==> config.mk <==
export PLATFORM = sky130hd
export DESIGN_NAME = inverse_bwt_decoder_core
export DESIGN_NICKNAME = d
export VERILOG_FILES = /design/src/rtl/core/ibwt_pkg.sv /design/src/rtl/core/ibwt_sym_ram.sv /design/src/rtl/core/ibwt_blk_ram.sv /design/src/rtl/core/inverse_bwt_decoder_core.sv
export SDC_FILE = /design/constraint.sdc
export NUM_CORES = 2
export LEC_CHECK = 0
export ABC_AREA = 1
export BUFFER_PORTS_ARGS = -buffer_cell sky130_fd_sc_hd__buf_2
export CORE_MARGIN = 4
export CORE_UTILIZATION = 30
export CTS_BUF_LIST = sky130_fd_sc_hd__clkbuf_2 sky130_fd_sc_hd__clkbuf_4 sky130_fd_sc_hd__clkbuf_8
export DETAILED_ROUTE_END_ITERATION = 6
export GPL_TIMING_DRIVEN = 1
export MAX_ROUTING_LAYER = met4
export PLACE_DENSITY = 0.43
export SKIP_CTS_REPAIR_TIMING = 1
export SLEW_MARGIN = 20
export SYNTH_ARGS = -nofsm -noshare
export SYNTH_HDL_FRONTEND = slang
export SYNTH_SLANG_ARGS = --single-unit
==> constraint.sdc <==
create_clock -name clock -period 26.6 [get_ports clock]
set_input_delay 3.99 -clock clock [delete_from_list [all_inputs] [get_ports clock]]
set_output_delay 3.99 -clock clock [all_outputs]
set_load 0.005 [all_outputs]
==> src/rtl/core/ibwt_pkg.sv <==
// ---------------------------------------------------------------------------
// ibwt_pkg
// Shared widths and constants of the inverse BWT decoder.
// ---------------------------------------------------------------------------
`timescale 1ns / 1ps

package ibwt_pkg;
   localparam int SYM_W               = 8;
   localparam int ALPHABET_SIZE       = 256;
   localparam int DEFAULT_BLOCK_DEPTH = 64;
endpackage

==> src/rtl/core/ibwt_sym_ram.sv <==
// ---------------------------------------------------------------------------
// ibwt_sym_ram
// Per-symbol table: histogram while loading, start positions while building.
// ---------------------------------------------------------------------------
`timescale 1ns / 1ps

module ibwt_sym_ram #(
   parameter int CNT_W = 7
) (
   input  logic                      clock,
   input  logic                      we,
   input  logic [ibwt_pkg::SYM_W-1:0] waddr,
   input  logic [CNT_W-1:0]          wdata,
   input  logic [ibwt_pkg::SYM_W-1:0] raddr,
   output logic [CNT_W-1:0]          rdata
);
   import ibwt_pkg::*;

   logic [CNT_W-1:0] mem [ALPHABET_SIZE];

   // one write port, one registered read port
   always_ff @(posedge clock) begin
      if (we) begin
         mem[waddr] <= wdata;
      end
      rdata <= mem[raddr];
   end
endmodule

==> src/rtl/core/ibwt_blk_ram.sv <==
// ---------------------------------------------------------------------------
// ibwt_blk_ram
// Block byte store and sorted-to-original permutation table.
// ---------------------------------------------------------------------------
`timescale 1ns / 1ps

module ibwt_blk_ram #(
   parameter int BLOCK_DEPTH = 64,
   localparam int AW = $clog2(BLOCK_DEPTH)
) (
   input  logic                       clock,
   input  logic                       st_we,
   input  logic [AW-1:0]              st_waddr,
   input  logic [ibwt_pkg::SYM_W-1:0] st_wdata,
   input  logic [AW-1:0]              st_raddr,
   output logic [ibwt_pkg::SYM_W-1:0] st_rdata,
   input  logic                       pm_we,
   input  logic [AW-1:0]              pm_waddr,
   input  logic [AW-1:0]              pm_wdata,
   input  logic [AW-1:0]              pm_raddr,
   output logic [AW-1:0]              pm_rdata
);
   import ibwt_pkg::*;

   logic [SYM_W-1:0] st_mem [BLOCK_DEPTH];
   logic [AW-1:0]    pm_mem [BLOCK_DEPTH];

   // byte store
   always_ff @(posedge clock) begin
      if (st_we) begin
         st_mem[st_waddr] <= st_wdata;
      end
      st_rdata <= st_mem[st_raddr];
   end

   // permutation table
   always_ff @(posedge clock) begin
      if (pm_we) begin
         pm_mem[pm_waddr] <= pm_wdata;
      end
      pm_rdata <= pm_mem[pm_raddr];
   end
endmodule

==> src/rtl/core/inverse_bwt_decoder_core.sv <==
// A block loads byte by byte, with a histogram read-modify-write for each
// nonzero symbol, then goes through a prefix sum over the symbol table, the
// permutation build and the walk, which emits one decoded byte at a time and
// waits for the output to be taken. A clearing pass of the symbol table
// follows reset and each block; requests wait during it, and a new block is
// not taken before the last one is decoded. Synchronous active-high reset.
// ---------------------------------------------------------------------------
// inverse_bwt_decoder_core
// Inverse Burrows-Wheeler decoder with byte 0 as the high-sorting sentinel.
// ---------------------------------------------------------------------------
`timescale 1ns / 1ps

module inverse_bwt_decoder_core #(
   parameter int BLOCK_DEPTH = ibwt_pkg::DEFAULT_BLOCK_DEPTH
) (
   input  logic                       clock,
   input  logic                       reset,
   input  logic                       req_valid,
   output logic                       req_ready,
   input  logic [ibwt_pkg::SYM_W-1:0] req_in_byte,
   input  logic                       req_in_last,
   output logic                       rsp_valid,
   input  logic                       rsp_ready,
   output logic [ibwt_pkg::SYM_W-1:0] rsp_out_byte,
   output logic                       rsp_out_last,
   output logic                       rsp_out_error
);
   import ibwt_pkg::*;

   localparam int AW = $clog2(BLOCK_DEPTH);
   localparam int CW = $clog2(BLOCK_DEPTH + 1);
   localparam int PW = SYM_W + 1;

   localparam logic [3:0] S_CLR  = 4'd0;
   localparam logic [3:0] S_LOAD = 4'd1;
   localparam logic [3:0] S_LINC = 4'd2;
   localparam logic [3:0] S_PFX  = 4'd3;
   localparam logic [3:0] S_B0   = 4'd4;
   localparam logic [3:0] S_B1   = 4'd5;
   localparam logic [3:0] S_B2   = 4'd6;
   localparam logic [3:0] S_W0   = 4'd7;
   localparam logic [3:0] S_W1   = 4'd8;
   localparam logic [3:0] S_W2   = 4'd9;
   localparam logic [3:0] S_W3   = 4'd10;
   localparam logic [3:0] S_WOUT = 4'd11;

   logic [3:0]       state_ff, state_in;
   logic [CW-1:0]    cnt_ff, cnt_in;
   logic [1:0]       sent_ff, sent_in;
   logic             ovf_ff, ovf_in;
   logic             last_ff, last_in;
   logic [SYM_W-1:0] b_ff, b_in;
   logic [PW-1:0]    k_ff, k_in;
   logic [CW-1:0]    acc_ff, acc_in;
   logic [CW-1:0]    idx_ff, idx_in;
   logic [CW-1:0]    step_ff, step_in;
   logic [AW-1:0]    pos_ff, pos_in;
   logic             rv_ff, rv_in;
   logic [SYM_W-1:0] rb_ff, rb_in;
   logic             rl_ff, rl_in;
   logic             re_ff, re_in;

   logic             sy_we;
   logic [SYM_W-1:0] sy_waddr, sy_raddr;
   logic [CW-1:0]    sy_wdata, sy_rdata;
   logic             st_we, pm_we;
   logic [AW-1:0]    st_raddr, pm_waddr, pm_wdata, pm_raddr, pm_rdata;
   logic [SYM_W-1:0] st_rdata;

   logic             full, take, stored, err;
   logic [1:0]       sent_new;
   logic [CW-1:0]    len, cnt_new;

   ibwt_sym_ram #(.CNT_W(CW)) u_sym (
      .clock(clock), .we(sy_we), .waddr(sy_waddr), .wdata(sy_wdata),
      .raddr(sy_raddr), .rdata(sy_rdata)
   );

   ibwt_blk_ram #(.BLOCK_DEPTH(BLOCK_DEPTH)) u_blk (
      .clock(clock),
      .st_we(st_we), .st_waddr(cnt_ff[AW-1:0]), .st_wdata(req_in_byte),
      .st_raddr(st_raddr), .st_rdata(st_rdata),
      .pm_we(pm_we), .pm_waddr(pm_waddr), .pm_wdata(pm_wdata),
      .pm_raddr(pm_raddr), .pm_rdata(pm_rdata)
   );

   assign req_ready     = (state_ff == S_LOAD);
   assign rsp_valid     = rv_ff;
   assign rsp_out_byte  = rb_ff;
   assign rsp_out_last  = rl_ff;
   assign rsp_out_error = re_ff;

   // load-side status of the incoming request
   assign take     = req_valid && req_ready;
   assign full     = (cnt_ff == CW'(BLOCK_DEPTH));
   assign stored   = !full;
   assign len      = cnt_ff - CW'(1);
   assign cnt_new  = cnt_ff + CW'(1);
   assign sent_new = (stored && req_in_byte == '0 && sent_ff != 2'd2) ?
                     sent_ff + 2'd1 : sent_ff;
   assign err      = ovf_ff || full || (sent_new != 2'd1);
   assign st_we    = take && stored;

   // sequencer
   always_comb begin
      state_in = state_ff;
      cnt_in   = cnt_ff;
      sent_in  = sent_ff;
      ovf_in   = ovf_ff;
      last_in  = last_ff;
      b_in     = b_ff;
      k_in     = k_ff;
      acc_in   = acc_ff;
      idx_in   = idx_ff;
      step_in  = step_ff;
      pos_in   = pos_ff;
      rv_in    = rv_ff;
      rb_in    = rb_ff;
      rl_in    = rl_ff;
      re_in    = re_ff;
      sy_we    = 1'b0;
      sy_waddr = b_ff;
      sy_wdata = sy_rdata + CW'(1);
      sy_raddr = req_in_byte;
      pm_we    = 1'b0;
      pm_waddr = sy_rdata[AW-1:0];
      pm_wdata = idx_ff[AW-1:0];
      pm_raddr = pos_ff;
      st_raddr = idx_ff[AW-1:0];
      unique case (state_ff)
         S_CLR: begin
            sy_we    = 1'b1;
            sy_waddr = k_ff[SYM_W-1:0];
            sy_wdata = '0;
            cnt_in   = '0;
            sent_in  = '0;
            ovf_in   = 1'b0;
            k_in     = k_ff + PW'(1);
            if (k_ff[SYM_W-1:0] == '1) begin
               state_in = S_LOAD;
            end
         end
         S_LOAD: begin
            if (take) begin
               b_in    = req_in_byte;
               last_in = req_in_last;
               sent_in = sent_new;
               ovf_in  = ovf_ff || full;
               if (stored) begin
                  cnt_in = cnt_new;
               end
               k_in   = PW'(1);
               acc_in = '0;
               idx_in = '0;
               step_in = '0;
               if (req_in_last && err) begin
                  rv_in    = 1'b1;
                  rb_in    = '0;
                  rl_in    = 1'b1;
                  re_in    = 1'b1;
                  state_in = S_WOUT;
               end else if (stored && req_in_byte != '0) begin
                  state_in = S_LINC;
               end else if (req_in_last) begin
                  // a sentinel-only block decodes to nothing
                  state_in = (cnt_new == CW'(1)) ? S_CLR : S_PFX;
                  k_in     = (cnt_new == CW'(1)) ? '0 : PW'(1);
               end
            end
         end
         S_LINC: begin
            sy_we    = 1'b1;
            state_in = last_ff ? S_PFX : S_LOAD;
         end
         S_PFX: begin
            // exclusive prefix sum over symbols 1..255, written back in place
            sy_raddr = k_ff[SYM_W-1:0];
            k_in     = k_ff + PW'(1);
            if (k_ff != PW'(1)) begin
               sy_we    = 1'b1;
               sy_waddr = SYM_W'(k_ff - PW'(1));
               sy_wdata = acc_ff;
               acc_in   = acc_ff + sy_rdata;
            end
            if (k_ff == PW'(ALPHABET_SIZE)) begin
               state_in = S_B0;
            end
         end
         S_B0: begin
            state_in = S_B1;
         end
         S_B1: begin
            b_in     = st_rdata;
            sy_raddr = st_rdata;
            if (st_rdata == '0) begin
               pm_we    = 1'b1;
               pm_waddr = len[AW-1:0];
               idx_in   = idx_ff + CW'(1);
               state_in = (idx_ff + CW'(1) == cnt_ff) ? S_W0 : S_B0;
            end else begin
               state_in = S_B2;
            end
         end
         S_B2: begin
            pm_we    = 1'b1;
            sy_we    = 1'b1;
            idx_in   = idx_ff + CW'(1);
            state_in = (idx_ff + CW'(1) == cnt_ff) ? S_W0 : S_B0;
         end
         S_W0: begin
            pm_raddr = len[AW-1:0];
            state_in = S_W1;
         end
         S_W1: begin
            pm_raddr = pm_rdata;
            state_in = S_W2;
         end
         S_W2: begin
            pos_in   = pm_rdata;
            st_raddr = pm_rdata;
            state_in = S_W3;
         end
         S_W3: begin
            rv_in    = 1'b1;
            rb_in    = st_rdata;
            rl_in    = (step_ff + CW'(1) == len);
            re_in    = 1'b0;
            state_in = S_WOUT;
         end
         S_WOUT: begin
            if (rsp_ready) begin
               rv_in   = 1'b0;
               step_in = step_ff + CW'(1);
               if (rl_ff) begin
                  k_in     = '0;
                  state_in = S_CLR;
               end else begin
                  state_in = S_W2;
               end
            end
         end
         default: begin
            state_in = S_CLR;
         end
      endcase
   end

   // control registers
   always_ff @(posedge clock) begin
      if (reset) begin
         state_ff <= S_CLR;
         k_ff     <= '0;
         cnt_ff   <= '0;
         sent_ff  <= '0;
         ovf_ff   <= 1'b0;
         rv_ff    <= 1'b0;
      end else begin
         state_ff <= state_in;
         k_ff     <= k_in;
         cnt_ff   <= cnt_in;
         sent_ff  <= sent_in;
         ovf_ff   <= ovf_in;
         rv_ff    <= rv_in;
      end
   end

   // datapath registers
   always_ff @(posedge clock) begin
      last_ff <= last_in;
      b_ff    <= b_in;
      acc_ff  <= acc_in;
      idx_ff  <= idx_in;
      step_ff <= step_in;
      pos_ff  <= pos_in;
      rb_ff   <= rb_in;
      rl_ff   <= rl_in;
      re_ff   <= re_in;
   end
endmodule

Word level (Yosys, flattened, before mapping)
Memory sizes are Yosys's and may differ from the RTL's. A register that Yosys moved wholly into a read port is not among the register bits.
Cells that the tools add are included.
Storage, ports and cells
  register bits after elaboration: 70
  bits in writable memories: 2688
  input bits: 13
  output and inout bits: 12
  logic and storage cells: 157
  memories kept: 3
Memory list
  u_sym.mem: depth 256, bits a word 7, read ports 1, clocked after Yosys merged registers in 1, wr ports 1, RTL line ibwt_sym_ram.sv:19  | logic [CNT_W-1:0] mem [ALPHABET_SIZE];
  u_blk.st_mem: depth 64, bits a word 8, read ports 1, clocked after Yosys merged registers in 1, wr ports 1, RTL line ibwt_blk_ram.sv:25  | logic [SYM_W-1:0] st_mem [BLOCK_DEPTH];
  u_blk.pm_mem: depth 64, bits a word 6, read ports 1, clocked after Yosys merged registers in 1, wr ports 1, RTL line ibwt_blk_ram.sv:26  | logic [AW-1:0] pm_mem [BLOCK_DEPTH];
Operators by class
  add/sub/neg operators: 9
  equality and inequality tests: 30
  muxes and demuxes: 66
  reductions and logical operators: 34
Operators by type and width (count)
  $pmux W8 S2: 4
  $pmux W7 S2: 4
  $mux W7: 7
  $pmux W4 S12: 1
  $mux W4: 8
  $mux W8: 4
  $add A7 B1 Y7 const B: 4
  $mux W9: 3
  $pmux W9 S3: 1
  $pmux W7 S3: 1
  $mux W6: 3
  $eq A4 B3 Y1 const B: 4
  $eq A4 B4 Y1 const B: 4
  $logic_not A8 Y1: 2
  $mux W1: 16
  $ne A2 B2 Y1 const B: 8
  $reduce_and A3 Y1: 5
  $eq A7 B7 Y1: 2
  $mux W2: 6
  $pmux W6 S2: 1
  $pmux W1 S2: 5
  $reduce_bool A2 Y1: 5
  $add A9 B1 Y9 const B: 1
  $eq A9 B9 Y1 const B: 1
  25 further kinds: 39

Depth between registers and ports, before layout
  word-level depth: 11
  mapped depth: 18
  depth with buffers taken out: 17

Modules after synthesis
From an unflattened synthesis, not the netlist that was laid out.
Unflattened totals
  cells, all modules: 10038
  area total of the unflattened synthesis: 115126.7 sq um
By module, submodules not included
  ibwt_sym_ram: instances 1, cells an instance 6218, area each 73269.0 sq um, seq. area each 53951.7 sq um
  ibwt_blk_ram: instances 1, cells an instance 3194, area each 37108.1 sq um, seq. area each 27186.1 sq um
  inverse_bwt_decoder_core: instances 1, cells an instance 626, area each 4749.6 sq um, seq. area each 1861.8 sq um

Worst setup path after synthesis
OpenSTA, ideal clock, no wires.
  path type: register -> register
  from: register state_ff[0]
  to: memory u_sym.mem[0][1], data pin
  setup time: 2.187 ns
  arrival time: 10.972 ns
  data required time: 24.413 ns
  setup slack: 13.441 ns
  stages on the path, launching flop included: 8
  path buffers: 1
  period minus slack after synthesis: 13.159 ns
  cell sequence: dfxtp_1 -> nand2_2 -> inv_2 -> nand2_2 -> buf_2 -> nor2_4 -> inv_2 -> o21ai_0
On the way
  word-level cells in the longest chain between the ends: 2
  elaborated cells on any way between the ends: 3
  those cells by class: 1 x eq/ne; 1 x mux; 1 x reduce/logical
Ends and longest elaborated chain
  start, declared: RTL line inverse_bwt_decoder_core.sv:47  | logic [3:0] state_ff, state_in;
  start signal, assigned: RTL line inverse_bwt_decoder_core.sv:258  | state_ff <= state_in;
  $eq A4 B2 Y1 / $logic_not A4 Y1 (equally long branches): RTL line inverse_bwt_decoder_core.sv:130  | unique case (state_ff)
  $pmux W7 S2 *: RTL line inverse_bwt_decoder_core.sv:130
  named net sy_wdata[1]: RTL line inverse_bwt_decoder_core.sv:65  | logic [CW-1:0] sy_wdata, sy_rdata;
  end, declared: RTL line ibwt_sym_ram.sv:19
Mark *: on every way through the listed nets, which the timed path passes. The rest lies on a longest branch.

Worst setup path after layout
  from: input port req_in_byte[0] (netlist bit)
  to: register u_sym.rdata[0] (read register of u_sym.mem)
On the way
  word-level cells in the longest chain between the ends: 1
Ends and longest elaborated chain
  start, declared: RTL line inverse_bwt_decoder_core.sv:20  | input logic [ibwt_pkg::SYM_W-1:0] req_in_byte,
  $pmux W8 S2: RTL line inverse_bwt_decoder_core.sv:130
  end, declared: RTL line ibwt_sym_ram.sv:15  | output logic [CNT_W-1:0] rdata
No other way between the ends.
A chain may end at the register's enable or synchronous reset.

==> results.yml <==
power_and_ir_drop:
  p_comb_share_pct: 8.2
  p_seq_share_pct: 51.6
  p_per_area_mw_per_mm2: 71.0
  p_leak_uw: 0.0443
  p_int_uw: 6410
  switching_power_uw: 2220
  peakVddDrop_mv: 0.0415
  clockPowerShare_pct: 40.2
  power_uw: 8630
  sw_frac_of_total_pct: 25.8
timing:
  final_max_slew_viol_count: 0
  worstMarginPinSlew_ns: 1.16
  fin_crit_ns: 8.79
  setup_viol: 0
  final_critical_path_setup_slack_ns: 17.81
  setup_tns_ns: 0
  relSlewSlack_pct: 22.5
  hold_viol_final: 0
  rsz0062_at_grt: "false"
  max_freq_ghz: 0.114
  fin_crit_sh_pct: 33.1
  finClkSkew_ns: 0.0918
placement:
  post-place-ws_ns: 16.62
  dp_cells: 14000
  dp_hpwl_um: 192000
  place_congestion: 0.808
  io_buffer_count: 24
global_route:
  met2_usage_pct: 29.1
  antenna_found_initial: 11
  grt_use_total_pct: 18.3
  grtUsageMet3_pct: 2.04
  busiest_layer: "met2"
  grt_start_max_net_pins: 221
  grt_pass1_wl_um: 499000
  use_met1_pct: 24.7
  grt_overflow: 0
  grt_pass1_vias: 71700
synth:
  syn_area_per_cell_um2: 11.2
  synthCells: 9677
  yosys_warnings: 0
  seq_area_frac_synth_pct: 69.6
  synth.area.top_cells: "edfxtp_1 (69%), nand3_1 (7.0%), nand2_1 (5.7%)"
  synth.distinct_cells: 44
  yosys_register_bits: 2521
  synthesis.area_mm2: 0.108
  synth.net_count: 9707
  yosys.area.top_type: "edfxtp_1"
  netlist.area_leader.share_pct: 68.8
run:
  maxCapViolCount: 0
setup_path:
  crit_arrival_ns: 9.78
  critical_path_required_ns: 27.58
  rrSetupSlack_ns: 20.44
  critPathMaxStageDelay_ns: 0.74
  cp_max_fo: 220
  r2r_cells: 17
  cp_num_buf_inv: 5
  cp_cell_sequence: "buf_2, buf_4, nand3_4, nand3_4, buf_12, buf_4, buf_4, nand2_1, nand3_1, nand3_1, nand3_1, nand3_1, nand3_1, nand3_1, nand3_1, nand2_1"
  slowest_stage: "buf_4"
  cp-start-kind: "input port"
  reg2reg_from: "state_ff[0]"
  cp_common_cell: "nand3_1"
  critPathCaptureType: "flip-flop"
  r2r-end: "u_sym.rdata[0]"
  cp_top_family: "buffers and inverters"
  criticalPathCategory: "in2reg"
drt:
  drc: 0
  dr_total_vias: 72400
  avgRoutedWirePerCell_um: 23.1
  drt-vias-per-instance: 4.90
  ant_nets: 0
  routed_wl_um: 341000
  drt_first_pass_iters: 7
  drtIter0Drc: 6315
floorplan:
  die_y_um: 608
  start_util_pct: 30.1
  rows: 220
  dieArea_mm2: 0.370
  io_pins: 25
  die-width_um: 608
  core_area_mm2: 0.359
cts:
  h-tree-depth: 5
  cts_buffer_depth: 4
  cts_made_buffers: 429
  root_buffer: "clkbuf_8"
  insertion_delay_ns: 1.09
  numClockSinks: 2521
  clkTransAtPathRegs_ns: 0.06
  cts_tree: "done"
layout:
  final_common_cell: "edfxtp_1"
  mostFrequentLayoutCells: "edfxtp_1 (2477), nand2_1 (1625), nand3_1 (1513), inv_1 (1155), nor2_1 (826)"
  nFillCells: 36200
  post-route-util_pct: 33.8
  areaGrowthSynthToFinish_pct: 12.4
  nets: 9694
  stdcell_count: 14800
  drive_gt1_share_pct: 9.61
worst_hold_path:
  min_to: "pos_ff[1]"
  min-delay-start: "u_blk.pm_rdata[1]"
  hold_depth: 0
  hp-class: "reg2reg"
status:
  status: "finished, final reports clean"
per-layer routing:
| layer | wire length [µm] | share of wire [%] | vias to the layer above |
|---|---|---|---|
| met4 | 10600 | 3.1 | 0 |
| li1 | - | - | 33500 |
| met2 | 161000 | 47 | 2077 |
| met5 | 0 | 0 | - |
| met3 | 17100 | 5.0 | 563 |
| met1 | 153000 | 45 | 36200 |
how the worst max path moves through the flow:
stage,startpoint,to,slack (ns),depth (start not counted)
floorplan,state_ff[0],u_sym.mem[0][1],13.44,7
global placement,req_in_byte[0],u_sym.rdata[5],16.72,16
detailed placement,req_in_byte[0],u_sym.rdata[5],16.62,16
CTS,req_in_byte[0],u_sym.rdata[5],17.85,16
global route,req_in_byte[0],u_sym.rdata[1],17.53,16
finish,req_in_byte[0],u_sym.rdata[0],17.81,16
cells by family after synthesis:
family / share of synthesized area [%]
flops: 69.6
xor+xnor: 0.275
buf+inv: 6.39
compound gates: 5.65
fa+ha+maj: 0.204
simple gates: 17.9
registers in the layout, indices dropped and copies added, names as in the netlist, 6 cells and up:
signal	cells
u_blk.st_mem	512
step_ff	7
acc_ff	6
k_ff	9
rsp_out_byte	8
u_sym.rdata	6
idx_ff	7
pos_ff	6
u_sym.mem	1536
u_blk.pm_rdata	6
b_ff	8
u_blk.st_rdata	8
cnt_ff	7
u_blk.pm_mem	384
cell type report:
class / instances / area, µm² / area share, %
flip-flops and latches: 2521 / 75300 / 61.9
clock buffers: 564 / 7010 / 5.77
multi-input cells: 5384 / 26300 / 21.7
well taps: 4773 / 5970 / 4.91
clock inverters: 214 / 1320 / 1.09
inverters: 1182 / 4470 / 3.68
diodes: 9 / 22.5 / 0.0185
repair buffers: 146 / 1160 / 0.957
cell usage after synthesis:
master    instances
inv_2            19
nand3_1        1523
nor4_1            4
and3b_1           1
nand3_4           1
buf_2           185
a221oi_2          1
dfxtp_1          44
nor3_1           31
o211ai_1        297
buf_4             5
a211oi_1          6
nand2_1        1629
clkbuf_1        339
a21oi_1          84
buf_6             1
nand4_1           7
inv_1          1159
nor3b_1           2
o21ai_1          18
ha_1             16
nor2_1          826
a41oi_1           1
edfxtp_1       2477
a21oi_2           3
nor2_4            6
a21o_1            1
or2_2            73
o22ai_1          70
nand2_2           6
nand3_2           3
o21ai_0         452
o41ai_1           1
nor2_2            7
buf_1            60
o221ai_1         62
a22oi_2           1
nand3b_1        215
nor3_2            1
xor2_1           27
o31ai_1           1
clkinv_1          4
fa_1              1
xnor2_1           7
power by group through the flow:
stage          Sequential, µW  Combinational [µW]  Clock, µW
2_1_floorplan            4570                 370          0
3_3_place_gp             4530                 713          0
3_5_place_dp             4530                 715          0
4_1_cts                  4450                 717       3570
5_1_grt                  4450                 764       3750
6_report                 4450                 708       3470
metrics by stage:
| stage | cell area [µm²] | hold slack, ns |
|---|---|---|
| finish | 122000 | 0.455 |
| global placement | 113000 | 0.432 |
| floorplan | 108000 | 0.408 |
| global route | 122000 | 0.467 |
| CTS | 121000 | 0.463 |
| detailed placement | 113000 | 0.433 |
Note: power is estimated with default switching activity, not from simulation.
